**src/lbmp_pkg.sv**
```systemverilog
// shared types and constants for the laser beam to map point unit
`timescale 1ns / 1ps
package lbmp_pkg;

   // cordic datapath widths
   localparam int TRIG_W  = 34;
   localparam int ARC_LEN = 24;
   localparam logic signed [TRIG_W-1:0] GAIN_Q30 = 34'sd652032874;

   // arc tangent of 2^-i in 32-bit turn units
   localparam logic [31:0] ARC_TABLE [0:ARC_LEN-1] = '{
      32'd536870912, 32'd316933406, 32'd167458907, 32'd85004756, 32'd42667331,
      32'd21354465, 32'd10679838, 32'd5340245, 32'd2670163, 32'd1335087,
      32'd667544, 32'd333772, 32'd166886, 32'd83443, 32'd41722, 32'd20861,
      32'd10430, 32'd5215, 32'd2608, 32'd1304, 32'd652, 32'd326, 32'd163, 32'd81
   };

   // register indexes of the control port
   typedef enum logic [2:0] {
      CSR_ANGLE_START = 3'd0,
      CSR_ANGLE_STEP  = 3'd1,
      CSR_RANGE_MIN   = 3'd2,
      CSR_RANGE_MAX   = 3'd3,
      CSR_PPM         = 3'd4,
      CSR_ORIGIN_COL  = 3'd5,
      CSR_ORIGIN_ROW  = 3'd6
   } csr_index_type;

   // settings seen by the front end
   typedef struct packed {
      logic [15:0] angle_start;
      logic [15:0] angle_step;
      logic [15:0] range_min;
      logic [15:0] range_max;
   } front_cfg_type;

   // settings seen by the back end
   typedef struct packed {
      logic [7:0] ppm;
      logic [9:0] origin_col;
      logic [9:0] origin_row;
   } back_cfg_type;

   // per-beam data carried beside the rotation
   typedef struct packed {
      logic               hit;
      logic [15:0]        range;
      logic signed [23:0] pose_x;
      logic signed [23:0] pose_y;
   } tag_type;

   // classified beam waiting in the queue
   typedef struct packed {
      tag_type     tag;
      logic [15:0] angle;
   } job_type;

endpackage

```
**src/lbmp_fifo.sv**
```systemverilog
// two-entry queue between the front end and the rotation pipeline
`timescale 1ns / 1ps
module lbmp_fifo (
   input  logic              clock,
   input  logic              reset,
   input  logic              push,
   input  lbmp_pkg::job_type push_job,
   input  logic              pop,
   output logic              not_empty,
   output logic              full,
   output lbmp_pkg::job_type head_job
);
   import lbmp_pkg::*;

   job_type     entry_ff [0:1];
   logic        wr_ptr_ff, wr_ptr_in;
   logic        rd_ptr_ff, rd_ptr_in;
   logic [1:0]  count_ff, count_in;
   logic        do_push, do_pop;

   // pointer and count update
   always_comb begin
      do_push   = push && (count_ff != 2'd2);
      do_pop    = pop && (count_ff != 2'd0);
      wr_ptr_in = wr_ptr_ff ^ do_push;
      rd_ptr_in = rd_ptr_ff ^ do_pop;
      count_in  = count_ff + 2'(do_push) - 2'(do_pop);
   end

   always_ff @(posedge clock) begin
      if (reset) begin
         wr_ptr_ff <= 1'b0;
         rd_ptr_ff <= 1'b0;
         count_ff  <= 2'd0;
      end else begin
         wr_ptr_ff <= wr_ptr_in;
         rd_ptr_ff <= rd_ptr_in;
         count_ff  <= count_in;
      end
      if (do_push) begin
         entry_ff[wr_ptr_ff] <= push_job;
      end
   end

   assign not_empty = count_ff != 2'd0;
   assign full      = count_ff == 2'd2;
   assign head_job  = entry_ff[rd_ptr_ff];

`ifndef NO_ASSERTIONS
   // the rotation pipeline pops whenever the queue holds a beat, so the queue never overflows
   assert property (@(posedge clock) disable iff (reset) !(push && full))
      else $error("queue overflow");
   // a lone beat in the queue, with no push beside it, is gone by the next cycle
   assert property (@(posedge clock) disable iff (reset)
      (count_ff == 2'd1) && !push |=> count_ff == 2'd0)
      else $error("queue did not drain");
   assert property (@(posedge clock) disable iff (reset) count_ff != 2'd3)
      else $error("queue count out of range");
`endif
endmodule

```
**config.mk**
```make
export PLATFORM = sky130hd
export DESIGN_NAME = lbmp_fifo
export DESIGN_NICKNAME = d
export VERILOG_FILES = /design/src/lbmp_pkg.sv /design/src/lbmp_fifo.sv
export SDC_FILE = /design/constraint.sdc
export NUM_CORES = 1
export LEC_CHECK = 0
export BUFFER_PORTS_ARGS = -buffer_cell sky130_fd_sc_hd__buf_2
export CAP_MARGIN = 20
export CORE_UTILIZATION = 54
export CTS_BUF_LIST = sky130_fd_sc_hd__clkbuf_2 sky130_fd_sc_hd__clkbuf_4 sky130_fd_sc_hd__clkbuf_8
export CTS_CLUSTER_DIAMETER = 120
export DETAILED_ROUTE_END_ITERATION = 8
export GPL_TIMING_DRIVEN = 0
export PLACE_DENSITY = 0.8
export SETUP_SLACK_MARGIN = 0.3
export SYNTH_ARGS = -nofsm -noshare
export SYNTH_HDL_FRONTEND = slang
export SYNTH_SLANG_ARGS = --single-unit
```
**constraint.sdc**
```tcl
create_clock -name clock -period 3.8 [get_ports clock]
set_clock_uncertainty 0.05 [all_clocks]
set_input_delay 0.76 -clock clock [delete_from_list [all_inputs] [get_ports clock]]
set_output_delay 0.76 -clock clock [all_outputs]
set_load 0.05 [all_outputs]
```
==> run metrics <==
RSZ-0062 raised after global routing=no; #FFs+latches synth=166; critical path depth=4; CP peak stage delay=0.36 ns; Hold Violations, Final=0; syn_nets=364; reg2reg start=count_ff[0]; Seq. cell area=4940 um^2; met2 Resource Use GR=30.9%; Pwr per Cell Area=736 nW/um^2; clock root cell=clkbuf_8; outcome=completed; Placed Area=7180 um^2; Slowest cell on crit path=dfxtp_1; startpoint type of the worst setup path=flip-flop; xor/xnor cell area share of the yosys netlist=0.369%; die width=108 um; # fillers=768; core area=10900 um^2; H-tree depth reported by CTS=4; Tmin final=2.54 ns; Final period util=66.8%; Final ANT Viol Nets=0; Pre-Repair DR Iteration Count=4; vias in the first global route=3160; Area Growth Syn to Fin=23.8%; worst r2r path cells=4; largest net degree at the start of global routing=44; DR vias=3098; layer with the highest usage=met2; Bufs and invs on worst path=3; Synth Instances=275; largest family of logic cells by synthesized area=multiplexers; Initial DRC Count=107; Initial Util=55.8%; Design Area, Final=7550 um^2; area of the multi-input gates=1070 um^2; drt wl/cell=16.7 um; total congestion overflow=0; dpl hpwl=6.95 mm; Syn. warnings=0; Worst R2R Setup Slack=1.77 ns; met1 Use GR=20.8%; Synth Area in Adders=0.820%; Longest Clk Path Bufs=2; Max IR drop VDD=0.455 mV; Resized cells post-CTS=0; post-synthesis sequential area ratio=81.1%; clock-pin slew on the worst setup and hold paths=0.09 ns; hold bufs inserted after CTS=0; compound-gate portion of the synthesized area=0.123%; simple-gate area share of the yosys netlist=0.759%; cell mode on critical path=buf_6; start point of the critical path=rd_ptr_ff; Worst-Skew Late Latency=0.44 ns; relative slew slack=62.3%; syn_area_per_cell=22.2 um^2; first-pass GRT wire length=15.4 mm; mapped cell area=6100 um^2; max_cap viols=0; worst-path cell chain=buf_6 > buf_6 > mux2_2 > buf_2; Top Ports=168; Fin Hold WS=0.454 ns; Critical Path AT=1.73 ns; Worst Setup EP=head_job[26]; measured slew at the worst slew-check pin=0.566 ns; setup TNS=0 ns; leak pwr=0.00286 uW; nets=552; Final Setup Violations=0; CTS tree=built; Synth cell types=15; GRT Overall Usage=18.2%; drt total wl=10.3 mm; FP Rows=38; FF-to-FF End=entry_ff[0][53]; Port Buffers=167; type of the most critical hold path=primary input to flip-flop; Required @ worst endpoint=2.99 ns; Die Height=108 um; gp weighted congestion=0.687; Die ar.=11700 um^2; antenna cell count=0; Max Fclk=394 MHz; mux contribution to synthesized area=15.1%; share of cells above drive strength 1=62.0%; critical path endpoint category=output pin; initial antenna violation count=1; total CTS buffers=17; Crit path max-delay family=buffers and inverters; vias per inst=5.03; post-CTS setup buffers=0; drt drc=0; max-slew violations=0; CP max FO=10; critical path type=flip-flop to output pin; clk sinks=166; met3 usage=6.51%
placed cells by master (no fill, tap or decap):
cell type	n
nor2b_1	2
ha_1	2
buf_12	2
or2_2	1
xnor3_1	1
nor2_1	3
nand2b_1	1
inv_8	1
bufinv_16	1
clkbuf_8	17
ha_4	2
inv_6	6
clkinv_4	4
nand2_1	1
buf_2	168
mux2_2	82
dfxtp_1	4
buf_6	8
clkinv_2	3
edfxtp_1	162
and2_1	1
o21a_1	1
inv_1	3
how the worst min path moves through the flow:
stage               cells past startpoint         endpoint         start
floorplan                               3        wr_ptr_ff     wr_ptr_ff
global placement                        3        wr_ptr_ff     wr_ptr_ff
detailed placement                      2      count_ff[0]   count_ff[0]
CTS                                     1  entry_ff[0][44]  push_job[44]
global route                            1  entry_ff[0][41]  push_job[41]
finish                                  1  entry_ff[0][47]  push_job[47]
routing by layer:
metal / up-vias / wire (um) / share of wire, %
li1: 1461 / - / -
met1: 1512 / 4050 / 39
met2: 112 / 5330 / 52
met3: 13 / 745 / 7.2
met4: 0 / 183 / 1.8
met5: - / 0 / 0
power breakdown:
part           internal [uW]  total (uW)  leakage (uW)  switching, uW
sequential              2320        2380       0.00155           60.7
combinational            579        1980       0.00112           1400
clock                    535        1200      0.000198            664
cell type report:
| class | instances | share of cell area [%] |
|---|---|---|
| Sequential cell | 166 | 65.5 |
| Multi-Input combinational cell | 97 | 14.2 |
| Timing Repair Buffer | 169 | 11.6 |
| Clock buffer | 17 | 3.10 |
| Tap cell | 140 | 2.32 |
| Clock inverter | 15 | 1.90 |
| Buffer | 9 | 1.26 |
| Inverter | 3 | 0.149 |
logic make-up after synthesis:
| logic type | count (synthesis) |
|---|---|
| XOR/XNOR | 1 |
| AND/OR/NAND/NOR | 9 |
| flip-flops | 166 |
| multiplexers | 82 |
| adder cells (fa/ha/maj) | 4 |
| AO/OA/AOI/OAI | 1 |
| buffers and inverters | 12 |
synthesized netlist by cell type:
| master | number | area (um^2) |
|---|---|---|
| edfxtp_1 | 162 | 4860 |
| mux2_2 | 82 | 923 |
| buf_6 | 8 | 90.1 |
| dfxtp_1 | 4 | 80.1 |
| ha_1 | 4 | 50.1 |
| inv_1 | 3 | 11.3 |
| nor2_1 | 3 | 11.3 |
| nor2b_1 | 2 | 12.5 |
| and2_1 | 1 | 6.26 |
| buf_2 | 1 | 5.00 |
| nand2_1 | 1 | 3.75 |
| nand2b_1 | 1 | 6.26 |
| o21a_1 | 1 | 7.51 |
| or2_2 | 1 | 6.26 |
| xnor3_1 | 1 | 22.5 |
sequential cells by signal, indices dropped and copies added (netlist names):
| signal | count |
|---|---|
| entry_ff | 162 |
| count_ff | 2 |
| wr_ptr_ff | 1 |
| rd_ptr_ff | 1 |
stage by stage:
step | util, % | power, uW | setup slack, ns | std cells
global placement | 65.0 | 4390 | -0.589 | 582
detailed placement | 65.6 | 4420 | 1.43 | 584
floorplan | - | 3980 | 0.470 | 275
finish | 69.1 | 5560 | 1.26 | 616
global route | 69.1 | 5770 | 1.17 | 616
CTS | 69.1 | 5610 | 1.21 | 616
(Power assumes the default switching activity.)
