## src/lbmp_pkg.sv

```systemverilog
// shared types and constants for the laser beam to map point unit
`timescale 1ns / 1ps
package lbmp_pkg;

   // cordic datapath widths
   localparam int TRIG_W  = 34;
   localparam int ARC_LEN = 24;
   localparam logic signed [TRIG_W-1:0] GAIN_Q30 = 34'sd652032874;

   // arc tangent of 2^-i in 32-bit turn units
   localparam logic [31:0] ARC_TABLE [0:ARC_LEN-1] = '{
      32'd536870912, 32'd316933406, 32'd167458907, 32'd85004756, 32'd42667331,
      32'd21354465, 32'd10679838, 32'd5340245, 32'd2670163, 32'd1335087,
      32'd667544, 32'd333772, 32'd166886, 32'd83443, 32'd41722, 32'd20861,
      32'd10430, 32'd5215, 32'd2608, 32'd1304, 32'd652, 32'd326, 32'd163, 32'd81
   };

   // register indexes of the control port
   typedef enum logic [2:0] {
      CSR_ANGLE_START = 3'd0,
      CSR_ANGLE_STEP  = 3'd1,
      CSR_RANGE_MIN   = 3'd2,
      CSR_RANGE_MAX   = 3'd3,
      CSR_PPM         = 3'd4,
      CSR_ORIGIN_COL  = 3'd5,
      CSR_ORIGIN_ROW  = 3'd6
   } csr_index_type;

   // settings seen by the front end
   typedef struct packed {
      logic [15:0] angle_start;
      logic [15:0] angle_step;
      logic [15:0] range_min;
      logic [15:0] range_max;
   } front_cfg_type;

   // settings seen by the back end
   typedef struct packed {
      logic [7:0] ppm;
      logic [9:0] origin_col;
      logic [9:0] origin_row;
   } back_cfg_type;

   // per-beam data carried beside the rotation
   typedef struct packed {
      logic               hit;
      logic [15:0]        range;
      logic signed [23:0] pose_x;
      logic signed [23:0] pose_y;
   } tag_type;

   // classified beam waiting in the queue
   typedef struct packed {
      tag_type     tag;
      logic [15:0] angle;
   } job_type;

endpackage

```

## src/lbmp_front.sv

```systemverilog
// front end: classifies a beam and forms its absolute angle
`timescale 1ns / 1ps
module lbmp_front #(
   parameter int MAX_BEAMS = 2048
) (
   input  logic                  clock,
   input  logic                  reset,
   input  logic                  in_valid,
   input  logic [10:0]           beam_index,
   input  logic [15:0]           beam_range,
   input  logic signed [23:0]    pose_x,
   input  logic signed [23:0]    pose_y,
   input  logic [15:0]           pose_heading,
   input  logic                  pose_known,
   input  lbmp_pkg::front_cfg_type cfg,
   output logic                  job_valid,
   output lbmp_pkg::job_type     job
);
   import lbmp_pkg::*;

   logic        valid_ff, valid_in;
   job_type     job_ff, job_in;
   logic [26:0] step_prod;
   logic        idx_ok;

   // beam angle and hit test
   always_comb begin
      step_prod          = 27'(beam_index) * 27'(cfg.angle_step);
      idx_ok             = 32'(beam_index) < 32'(MAX_BEAMS);
      job_in.angle       = cfg.angle_start + step_prod[15:0] + pose_heading;
      job_in.tag.hit     = pose_known && idx_ok && (beam_range > cfg.range_min)
                           && (beam_range < cfg.range_max);
      job_in.tag.range   = beam_range;
      job_in.tag.pose_x  = pose_x;
      job_in.tag.pose_y  = pose_y;
      valid_in           = in_valid;
   end

   always_ff @(posedge clock) begin
      if (reset) begin
         valid_ff <= 1'b0;
      end else begin
         valid_ff <= valid_in;
      end
      job_ff <= job_in;
   end

   assign job_valid = valid_ff;
   assign job       = job_ff;
endmodule

```

## config.mk

```make
export PLATFORM = sky130hd
export DESIGN_NAME = lbmp_front
export DESIGN_NICKNAME = d
export VERILOG_FILES = /design/src/lbmp_pkg.sv /design/src/lbmp_front.sv
export SDC_FILE = /design/constraint.sdc
export NUM_CORES = 1
export LEC_CHECK = 0
export CAP_MARGIN = 20
export CORE_UTILIZATION = 45
export DETAILED_ROUTE_END_ITERATION = 8
export DONT_BUFFER_PORTS = 1
export PLACE_DENSITY = 0.61
export SKIP_LAST_GASP = 1
export SYNTH_ARGS = -nofsm -noshare
export SYNTH_HDL_FRONTEND = slang
export SYNTH_SLANG_ARGS = --single-unit
```

## constraint.sdc

```tcl
create_clock -name clock -period 5.5 [get_ports clock]
set_input_delay 0.275 -clock clock [delete_from_list [all_inputs] [get_ports clock]]
set_output_delay 0.275 -clock clock [all_outputs]
set_load 0.01 [all_outputs]
```

==> metrics.md <==
| Metric | Value |
|---|---|
| Status | complete, no violations |
| CP Class | input pin to flop |
| CTS resizes | 0 |
| Synthesis Warnings | 0 |
| Postcts setup bufs | 0 |
| Initial antenna violation count | 1 |
| DRC violations left | 0 |
| WL per Instance | approximately 18 µm |
| Drt first pass iters | 4 |
| Synth Register Bits | between 80 and 90 |
| Synth Instances | between 600 and 700 |
| Gr ovfl total | 0 |
| Worst Hold Class | input pin to flop |
| Multi-input logic area | approximately 0.0043 mm² |
| Hold Crit Start | reset |
| Hold Path Cell Cnt | 1 |
| VDD IR max | around 0.31 mV |
| Starting Density | between 40% and 50% |
| Hold Path End | job_valid$_SDFF_PP0_ |
| # H-tree levels | 3 |
| Critical path startpoint category | input pin |
| Min Tclk post-route | 4390 ps |
| Via density | 4.95 |
| IO Port Bufs | 0 |
| Worst slew pin tran | between 400 and 500 ps |
| Worst path slowest cell | fa_1 |
| Synth-to-Final Area Change | 16.7% |
| Num CTS Buffers | 9 |
| Routability-driven placement congestion ratio | 0.822 |
| Setup_tns | 0 ps |
| Rel. slew slack | between 70% and 80% |
| Final Cycle Share | between 70 and 80% |
| Die Area | between 0.015 and 0.02 mm² |
| CTS Sinks | 82 |
| Final net count | 1,056 |
| Post-synthesis sequential area ratio | between 20% and 30% |
| Rows | 43 |
| CTS tree | done |
| Share of layout cells above drive strength 1 | under 10% |
| Largest net degree at the start of global routing | 17 |
| Most frequent CP cell | fa_1 |
| Final core occ | a little over half |
| Static Leakage | 0.00379 µW |
| Final Hold Viols | 0 |
| GRT Util Overall | 21.8% |
| Post-Syn Area | 0.00660 mm² |
| Fmax | about 230 MHz |
| Synth unique cells | 37 |
| Post-Route WL | about 16 mm |
| Fill cells | between 1,000 and 1,500 |
| Vias | roughly 4,500 |
| Syn Area/Cell | approximately 10 µm² |
| Die height | ~120 µm |
| Sequential Area | 0.00164 mm² |
| Max_cap viols | 0 |
| Crit path capture type | flop |
| Clk buf depth | 2 |
| Pwr Density | between 400 and 500 mW/mm² |
| Mapped Nets | around 1,000 |
| First-pass GRT wire length | about 25 mm |
| DRT iter0 DRCs | between 100 and 150 |
| DRT antenna net count | 0 |
| CP arrival | around 4600 ps |
| Vias in the first global route | 5,075 |
| Root Driver | clkbuf_16 |
| Final Max Slew Viols | 0 |
| WP data required | approximately 5800 ps |
| Setup Viol. Count Final | 0 |
| Crit Path Max Fanout | 9 |
| Core ar. | roughly 0.014 mm² |
| RSZ-0062 raised after global routing | no |
| Worst-path clk slew | roughly 60 ps |
| DP Wirelength | 12.8 mm |
| Post-CTS Hold Buffers | 64 |
| Die width | about 120 µm |
| Max stage delay on crit path | ~540 ps |
| I/O pin cnt | 241 |
| Crit-path cells | and2_1 -> fa_1 -> inv_1 -> fa_1 -> inv_1 -> fa_1 -> fa_1 -> inv_1 -> fa_1 -> inv_1 -> ha_1 -> and3_1 -> a21oi_1 -> a31oi_1 -> and3_1 -> a311oi_1 -> xnor2_1 |
[worst max-delay path, delay by kind of cell]
family / cells / cell delay [ps]
AND/OR/NAND/NOR: 3 / 570
XOR/XNOR: 1 / 150
buffers and inverters: 4 / 190
adder cells (fa/ha/maj): 6 / 2810
AO/OA/AOI/OAI: 3 / 660
[cell usage after synthesis]
cell / count / area [µm²]
xnor2_1: 26 / 228
nor2b_1: 5 / 31.3
inv_1: 170 / 638
nand2b_1: 1 / 6.26
o21ai_1: 4 / 20.0
a211oi_1: 2 / 15.0
and4b_1: 1 / 10.0
nand3_1: 5 / 25.0
a31oi_1: 1 / 6.26
o21a_1: 2 / 15.0
or2_1: 1 / 6.26
and3_1: 3 / 18.8
xor2_1: 6 / 52.6
dfxtp_1: 82 / 1640
nand4b_1: 1 / 8.76
and2_2: 2 / 15.0
o2111ai_1: 1 / 8.76
buf_4: 1 / 7.51
a21boi_1: 1 / 7.51
o21bai_1: 2 / 15.0
a211o_1: 1 / 8.76
a311oi_1: 1 / 8.76
xnor2_2: 2 / 32.5
ha_1: 66 / 826
buf_2: 3 / 15.0
a21oi_1: 16 / 80.1
o311ai_1: 1 / 8.76
o211ai_1: 1 / 7.51
nor3_1: 2 / 10.0
nand2_2: 2 / 12.5
nor2_1: 5 / 18.8
fa_1: 103 / 2060
nand2_1: 74 / 278
a21o_1: 11 / 82.6
clkbuf_1: 12 / 45.0
and2_1: 45 / 282
nand4_1: 7 / 43.8
[stage by stage]
stage | instance area, µm² | hold slack [ps] | std cells | total power, µW | setup WS, ps
after floorplan | 6600 | 303 | 669 | 2690 | 787
after global placement | 6760 | 303 | 833 | 3170 | 867
after detailed placement | 6760 | 303 | 833 | 3240 | 777
after CTS | 7690 | 12.4 | 913 | 3880 | 1140
after global routing | 7700 | 14.8 | 914 | 4260 | 884
final | 7700 | 21.5 | 914 | 3840 | 1110
[cells in the final DEF (no fill, tap or decap), types with 2 or more instances in the layout]
cell type and instances:
a211oi_1 2, a21o_1 11, a21oi_1 16, and2_1 45, and2_2 2, and3_1 3
clkbuf_1 2, clkbuf_16 9, dfxtp_1 82, dlygate4sd3_1 64, fa_1 103, ha_1 66
inv_1 170, nand2_1 74, nand2_2 2, nand3_1 5, nand4_1 7, nor2_1 5
nor2b_1 5, nor3_1 2, o21a_1 2, o21ai_1 4, o21bai_1 2, xnor2_1 26
xnor2_2 2, xor2_1 6
[power breakdown]
group	leakage, µW	total (µW)	switching [µW]	internal (µW)
logic	0.00296	2440	1310	1140
registers	0.000692	808	82.6	725
clock network	0.000143	587	223	364
[flip-flops by register name, indices dropped and copies added (netlist names)]
name / flops
job_valid: 1
job: 81
[layout make-up]
cell class	count	area share, %
antenna	1	0.0325
clock buffer	12	3.20
clock inverter	4	0.667
inverter	170	8.29
multi-input combinational	401	55.2
sequential	82	21.3
tap	180	2.93
timing repair buffer	64	8.32
[cell families after synthesis]
family | after synthesis | synth area share (%)
xor+xnor | 34 | 4.74
simple gates | 154 | 11.6
flops | 82 | 24.9
compound gates | 44 | 4.31
fa+ha+maj | 169 | 43.8
buf+inv | 186 | 10.7
[routing by layer]
metal | track usage, % | wire [µm] | vias up | part of all wire [%]
met5 | 0 | 0 | - | 0
met1 | 23.2 | 5950 | 2210 | 37
met3 | 5.07 | 1200 | 18 | 7.5
met4 | 5.42 | 201 | 0 | 1.2
met2 | 42.9 | 8770 | 189 | 54
li1 | - | - | 2105 | -
[worst max path at each step]
| stage | to | depth (start not counted) | slack [ps] | from |
|---|---|---|---|---|
| global placement | job[15]$_DFF_P_ | 17 | 870 | cfg[39] |
| global route | job[15]$_DFF_P_ | 17 | 880 | cfg[39] |
| CTS | job[15]$_DFF_P_ | 17 | 1140 | cfg[39] |
| floorplan | job[15]$_DFF_P_ | 19 | 790 | beam_index[2] |
| finish | job[15]$_DFF_P_ | 17 | 1110 | cfg[39] |
| detailed placement | job[15]$_DFF_P_ | 17 | 780 | cfg[39] |
(Power assumes the default switching activity.)
