===== src/lbmp_pkg.sv =====
// shared types and constants for the laser beam to map point unit
`timescale 1ns / 1ps
package lbmp_pkg;

   // cordic datapath widths
   localparam int TRIG_W  = 34;
   localparam int ARC_LEN = 24;
   localparam logic signed [TRIG_W-1:0] GAIN_Q30 = 34'sd652032874;

   // arc tangent of 2^-i in 32-bit turn units
   localparam logic [31:0] ARC_TABLE [0:ARC_LEN-1] = '{
      32'd536870912, 32'd316933406, 32'd167458907, 32'd85004756, 32'd42667331,
      32'd21354465, 32'd10679838, 32'd5340245, 32'd2670163, 32'd1335087,
      32'd667544, 32'd333772, 32'd166886, 32'd83443, 32'd41722, 32'd20861,
      32'd10430, 32'd5215, 32'd2608, 32'd1304, 32'd652, 32'd326, 32'd163, 32'd81
   };

   // register indexes of the control port
   typedef enum logic [2:0] {
      CSR_ANGLE_START = 3'd0,
      CSR_ANGLE_STEP  = 3'd1,
      CSR_RANGE_MIN   = 3'd2,
      CSR_RANGE_MAX   = 3'd3,
      CSR_PPM         = 3'd4,
      CSR_ORIGIN_COL  = 3'd5,
      CSR_ORIGIN_ROW  = 3'd6
   } csr_index_type;

   // settings seen by the front end
   typedef struct packed {
      logic [15:0] angle_start;
      logic [15:0] angle_step;
      logic [15:0] range_min;
      logic [15:0] range_max;
   } front_cfg_type;

   // settings seen by the back end
   typedef struct packed {
      logic [7:0] ppm;
      logic [9:0] origin_col;
      logic [9:0] origin_row;
   } back_cfg_type;

   // per-beam data carried beside the rotation
   typedef struct packed {
      logic               hit;
      logic [15:0]        range;
      logic signed [23:0] pose_x;
      logic signed [23:0] pose_y;
   } tag_type;

   // classified beam waiting in the queue
   typedef struct packed {
      tag_type     tag;
      logic [15:0] angle;
   } job_type;

endpackage


===== src/lbmp_back.sv =====
// back end: scales by range, adds the pose and maps to pixels
`timescale 1ns / 1ps
module lbmp_back #(
   parameter int MAP_SIZE = 1024
) (
   input  logic                          clock,
   input  logic                          reset,
   input  lbmp_pkg::back_cfg_type        cfg,
   input  logic                          in_valid,
   input  lbmp_pkg::tag_type             in_tag,
   input  logic                          in_flip,
   input  logic signed [lbmp_pkg::TRIG_W-1:0] in_cos,
   input  logic signed [lbmp_pkg::TRIG_W-1:0] in_sin,
   output logic                          rsp_valid,
   output logic                          rsp_hit,
   output logic signed [23:0]            rsp_world_a,
   output logic signed [23:0]            rsp_world_b,
   output logic [9:0]                    rsp_pixel_col,
   output logic [9:0]                    rsp_pixel_row,
   output logic                          rsp_in_map
);
   import lbmp_pkg::*;

   localparam logic signed [22:0] MAP_LAST = 23'(MAP_SIZE - 1);

   // stage a: range products
   logic                     va_ff;
   tag_type                  ta_ff;
   logic signed [50:0]       pa_ff, pa_in, pb_ff, pb_in;
   logic signed [TRIG_W-1:0] sin_fix, cos_fix;
   logic signed [16:0]       rng_s;

   always_comb begin
      sin_fix = in_flip ? -in_sin : in_sin;
      cos_fix = in_flip ? -in_cos : in_cos;
      rng_s   = $signed({1'b0, in_tag.range});
      pa_in   = rng_s * sin_fix;
      pb_in   = rng_s * cos_fix;
   end

   // stage b: round, add pose, saturate
   logic                va_b_ff;
   logic                hb_ff;
   logic signed [23:0]  wa_ff, wa_in, wb_ff, wb_in;
   logic signed [50:0]  ra, rb;
   logic signed [25:0]  sa, sb;

   always_comb begin
      ra = pa_ff + (51'sd1 <<< 29);
      rb = pb_ff + (51'sd1 <<< 29);
      sa = {{5{ra[50]}}, ra[50:30]} + {{2{ta_ff.pose_y[23]}}, ta_ff.pose_y};
      sb = {{5{rb[50]}}, rb[50:30]} + {{2{ta_ff.pose_x[23]}}, ta_ff.pose_x};
      if (sa > 26'sd8388607)       wa_in = 24'sh7FFFFF;
      else if (sa < -26'sd8388608) wa_in = 24'sh800000;
      else                         wa_in = sa[23:0];
      if (sb > 26'sd8388607)       wb_in = 24'sh7FFFFF;
      else if (sb < -26'sd8388608) wb_in = 24'sh800000;
      else                         wb_in = sb[23:0];
   end

   // stage c: scale to pixels
   logic                vc_ff, hc_ff;
   logic signed [23:0]  wac_ff, wbc_ff;
   logic signed [32:0]  qa_ff, qa_in, qb_ff, qb_in;
   logic signed [8:0]   ppm_s;

   always_comb begin
      ppm_s = $signed({1'b0, cfg.ppm});
      qa_in = ppm_s * wa_ff;
      qb_in = ppm_s * wb_ff;
   end

   // stage d: round, add origin, clamp
   logic signed [32:0] ra2, rb2;
   logic signed [22:0] pc, pr;
   logic [9:0]         col_in, row_in;
   logic               in_map_in;

   always_comb begin
      ra2       = qa_ff + 33'sd2048;
      rb2       = qb_ff + 33'sd2048;
      pc        = {{2{ra2[32]}}, ra2[32:12]} + $signed({13'b0, cfg.origin_col});
      pr        = {{2{rb2[32]}}, rb2[32:12]} + $signed({13'b0, cfg.origin_row});
      in_map_in = 1'b1;
      if (pc < 23'sd0) begin
         col_in = '0;
         in_map_in = 1'b0;
      end else if (pc > MAP_LAST) begin
         col_in = MAP_LAST[9:0];
         in_map_in = 1'b0;
      end else begin
         col_in = pc[9:0];
      end
      if (pr < 23'sd0) begin
         row_in = '0;
         in_map_in = 1'b0;
      end else if (pr > MAP_LAST) begin
         row_in = MAP_LAST[9:0];
         in_map_in = 1'b0;
      end else begin
         row_in = pr[9:0];
      end
   end

   always_ff @(posedge clock) begin
      if (reset) begin
         va_ff     <= 1'b0;
         va_b_ff   <= 1'b0;
         vc_ff     <= 1'b0;
         rsp_valid <= 1'b0;
      end else begin
         va_ff     <= in_valid;
         va_b_ff   <= va_ff;
         vc_ff     <= va_b_ff;
         rsp_valid <= vc_ff;
      end
      ta_ff  <= in_tag;
      pa_ff  <= pa_in;
      pb_ff  <= pb_in;
      hb_ff  <= ta_ff.hit;
      wa_ff  <= wa_in;
      wb_ff  <= wb_in;
      hc_ff  <= hb_ff;
      wac_ff <= wa_ff;
      wbc_ff <= wb_ff;
      qa_ff  <= qa_in;
      qb_ff  <= qb_in;
      // a miss reports zero in every field
      rsp_hit       <= hc_ff;
      rsp_world_a   <= hc_ff ? wac_ff : '0;
      rsp_world_b   <= hc_ff ? wbc_ff : '0;
      rsp_pixel_col <= hc_ff ? col_in : '0;
      rsp_pixel_row <= hc_ff ? row_in : '0;
      rsp_in_map    <= hc_ff & in_map_in;
   end
endmodule


===== config.mk =====
export PLATFORM = sky130hd
export DESIGN_NAME = lbmp_back
export DESIGN_NICKNAME = d
export VERILOG_FILES = /design/src/lbmp_pkg.sv /design/src/lbmp_back.sv
export SDC_FILE = /design/constraint.sdc
export NUM_CORES = 2
export LEC_CHECK = 0
export BUFFER_PORTS_ARGS = -buffer_cell sky130_fd_sc_hd__buf_2
export CAP_MARGIN = 20
export CORE_ASPECT_RATIO = 1.25
export CORE_UTILIZATION = 55
export DETAILED_ROUTE_END_ITERATION = 8
export PLACE_DENSITY = 0.7
export SLEW_MARGIN = 10
export SYNTH_ARGS = -nofsm -noshare
export SYNTH_HDL_FRONTEND = slang
export SYNTH_SLANG_ARGS = --single-unit
export TNS_END_PERCENT = 100

===== constraint.sdc =====
create_clock -name clock -period 11.2 [get_ports clock]
set_input_delay 1.12 -clock clock [delete_from_list [all_inputs] [get_ports clock]]
set_output_delay 1.12 -clock clock [all_outputs]
set_load 0.01 [all_outputs]

==> summary.txt <==
Run status
  – Status: finished clean

Drt
  – DRT Wirelength: 155 mm
  – # DRC: 0
  – Drt pass-1 iters: 6
  – DR WL/cell: 18.4 microns
  – 1st-iter DRT viols: 2692
  – Antenna viol nets, final: 0
  – Vias per cell: 5.40
  – Vias: 45.6k

Clock tree
  – Clock insertion delay at the later pin of the skew report: 610 ps
  – Clock Path Buffers: 3
  – Number of buffers added for setup after CTS: 0
  – H-tree depth: 1
  – CTS resizes: 0
  – CTS sink cnt: 309
  – CTS clk-pin slew, worst paths: 70 ps
  – TritonCTS buffer count: 30
  – CTS tree: yes
  – Clock Root Buffer: clkbuf_16
  – CTS Hold Bufs: 0

Timing
  – Tcrit/Tclk final: 0.894
  – Max-slew headroom: 0.224
  – Setup Skew: 29.9 ps
  – Unrepaired setup endpoints after global routing: false
  – Setup_tns: 0 ps
  – Slew @ Worst Pin: 1160 ps
  – Fmax: 99.8 MHz
  – Final setup viols: 0
  – Slew Limit Fails: 0
  – Fin crit period: 10020 ps
  – Hold Vio Cnt, Final: 0

Setup path
  – FF-to-FF path depth: 19
  – Crit path top cell by count: fa_1
  – Crit-path max cell delay: 890 ps
  – CP Data Required Time: 11730 ps
  – Critical Path Sink Type: flip-flop
  – R2r setup slk: 4950 ps
  – Reg-to-reg critical path startpoint: wb_ff[8]
  – Critical Path Fanout Max: 16
  – Worst EP arrival: 10550 ps
  – RR Endpoint: qb_ff[31]
  – Crit path kind: in2reg
  – Startpoint types: primary input
  – CP max-delay cell: nor4_1

Die
  – Die extent in x: 302 microns
  – Core Region: 112000 sq um
  – Die Height: 377 microns
  – Initial Util: 0.555
  – Ports: 236
  – Core Rows: 137
  – Die ar.: 114000 sq um

Layout
  – Fin nets: 8884
  – Register area: 6190 sq um
  – Fill count: 9742
  – Area Overhead vs Synth: 6.46%
  – Most frequent cells in the layout: inv_1 (1588), fa_1 (1332), nand2_1 (936)
  – Most common cell after layout, fill and taps aside: inv_1
  – Share of layout cells above drive strength 1: 0.0640
  – Multi-input gate area: 49000 sq um

GRT
  – Tot GR Track Use: 0.282
  – Antenna violations before repair: 7
  – Overflow after GRT: 0
  – Largest net degree at the start of global routing: 70
  – Vias in the first global route: 50.1k
  – First-pass GRT wire length: 255 mm

Worst hold path
  – HP Class: reg2reg
  – End of the worst hold path: hb_ff
  – HP Start: ta_ff[64]
  – Worst hold path depth: 0

Synth
  – EDFF count, synth: 0
  – Syn Nets: 8787
  – Post-synth ARST share: 0
  – Post-Syn Area: 61900 sq um
  – Sequential share of the synthesized area: 0.0999
  – Syn Inst Count: 6854
  – Synth Flop Type: dfxtp_1
  – Register bit total from synthesis: 309
  – Yosys warning count: 0
  – Mean area per synthesized cell: 9.03 sq um
  – Count of cell types in the netlist: 80

Placement
  – GP Congestion: 0.937
  – Port Buf Inserts: 235
  – DP HPWL: 122 mm

Flow run
  – Max Cap Viol: 0
## sequential cells by signal, summed over array words and instances, names as in the netlist, 10 cells and up
name	cells
rsp_pixel_col	10
ta_ff	49
qb_ff	22
rsp_pixel_row	10
wa_ff	24
rsp_world_b	24
pa_ff	22
wb_ff	24
wac_ff	24
qa_ff	22
rsp_world_a	24
wbc_ff	24
pb_ff	22
## routing by layer
metal,GRT usage,part of all wire
met5,0,0.00015
met4,0.0883,0.032
met3,0.0351,0.066
met2,0.510,0.51
met1,0.347,0.39
## cells by family (layout without fill, tap and decap cells)
| logic type | after synthesis | in the layout | share of synthesized area |
|---|---|---|---|
| simple gates | 2089 | 2089 | 0.168 |
| buf+inv | 1845 | 1965 | 0.112 |
| fa+ha+maj | 1778 | 1778 | 0.520 |
| compound gates | 536 | 536 | 0.0568 |
| flops | 309 | 309 | 0.0999 |
| xor+xnor | 291 | 291 | 0.0412 |
| mux | 6 | 6 | 0.00101 |
| other cells | 0 | 2 | 0 |
## worst max path at each step
stage	from	to	slack [ps]	depth (start not counted)
floorplan	in_sin[7]	pa_ff[44]	1980	28
global placement	in_sin[5]	pa_ff[44]	900	29
detailed placement	in_sin[5]	pa_ff[44]	710	29
CTS	in_sin[5]	pa_ff[44]	1360	29
global route	in_sin[5]	pa_ff[44]	770	29
finish	in_sin[4]	pa_ff[44]	1180	29
## metrics by stage
step | util | instances | hold WS, ps | setup WS (ps) | cell area (sq um)
detailed placement | 0.581 | 8374 | 315 | 705 | 64800
CTS | 0.590 | 8429 | 338 | 1360 | 65900
finish | 0.591 | 8435 | 333 | 1180 | 65900
global placement | 0.580 | 8371 | 319 | 896 | 64800
global route | 0.591 | 8434 | 345 | 772 | 65900
floorplan | - | 6854 | 310 | 1980 | 61900
## cells in the mapped netlist, drive strengths merged, types with 37 or more instances
cell type  number  area [sq um]
and2          682          4280
a21o           61           458
nand3          67           335
o21ai         110           551
fa           1332         26700
dfxtp         309          6190
nor3           51           260
nor2          124           465
nand2         936          3510
inv          1588          5960
nand4          37           231
ha            436          5460
clkbuf        235           882
xor2           69           604
xnor2         222          1940
a21oi         160           801
nor2b          54           338
## area by class of cell
type	count	area share
clock inverter	22	0.00463
inverter	1588	0.0904
tap	1459	0.0277
timing repair buffer	322	0.0283
clock buffer	33	0.0117
sequential	309	0.0938
antenna	2	0.0000759
multi-input combinational	4700	0.743
## worst max-delay path: cells and delay by family
kind | cells | cell delay [ps]
AO/OA/AOI/OAI | 7 | 1850
adder cells (fa/ha/maj) | 7 | 3350
XOR/XNOR | 2 | 530
buffers and inverters | 4 | 280
AND/OR/NAND/NOR | 9 | 3400
Power is left out: the tool's default activity adds up to more than one toggle a clock period on the data nets, which glitch-free logic cannot reach.
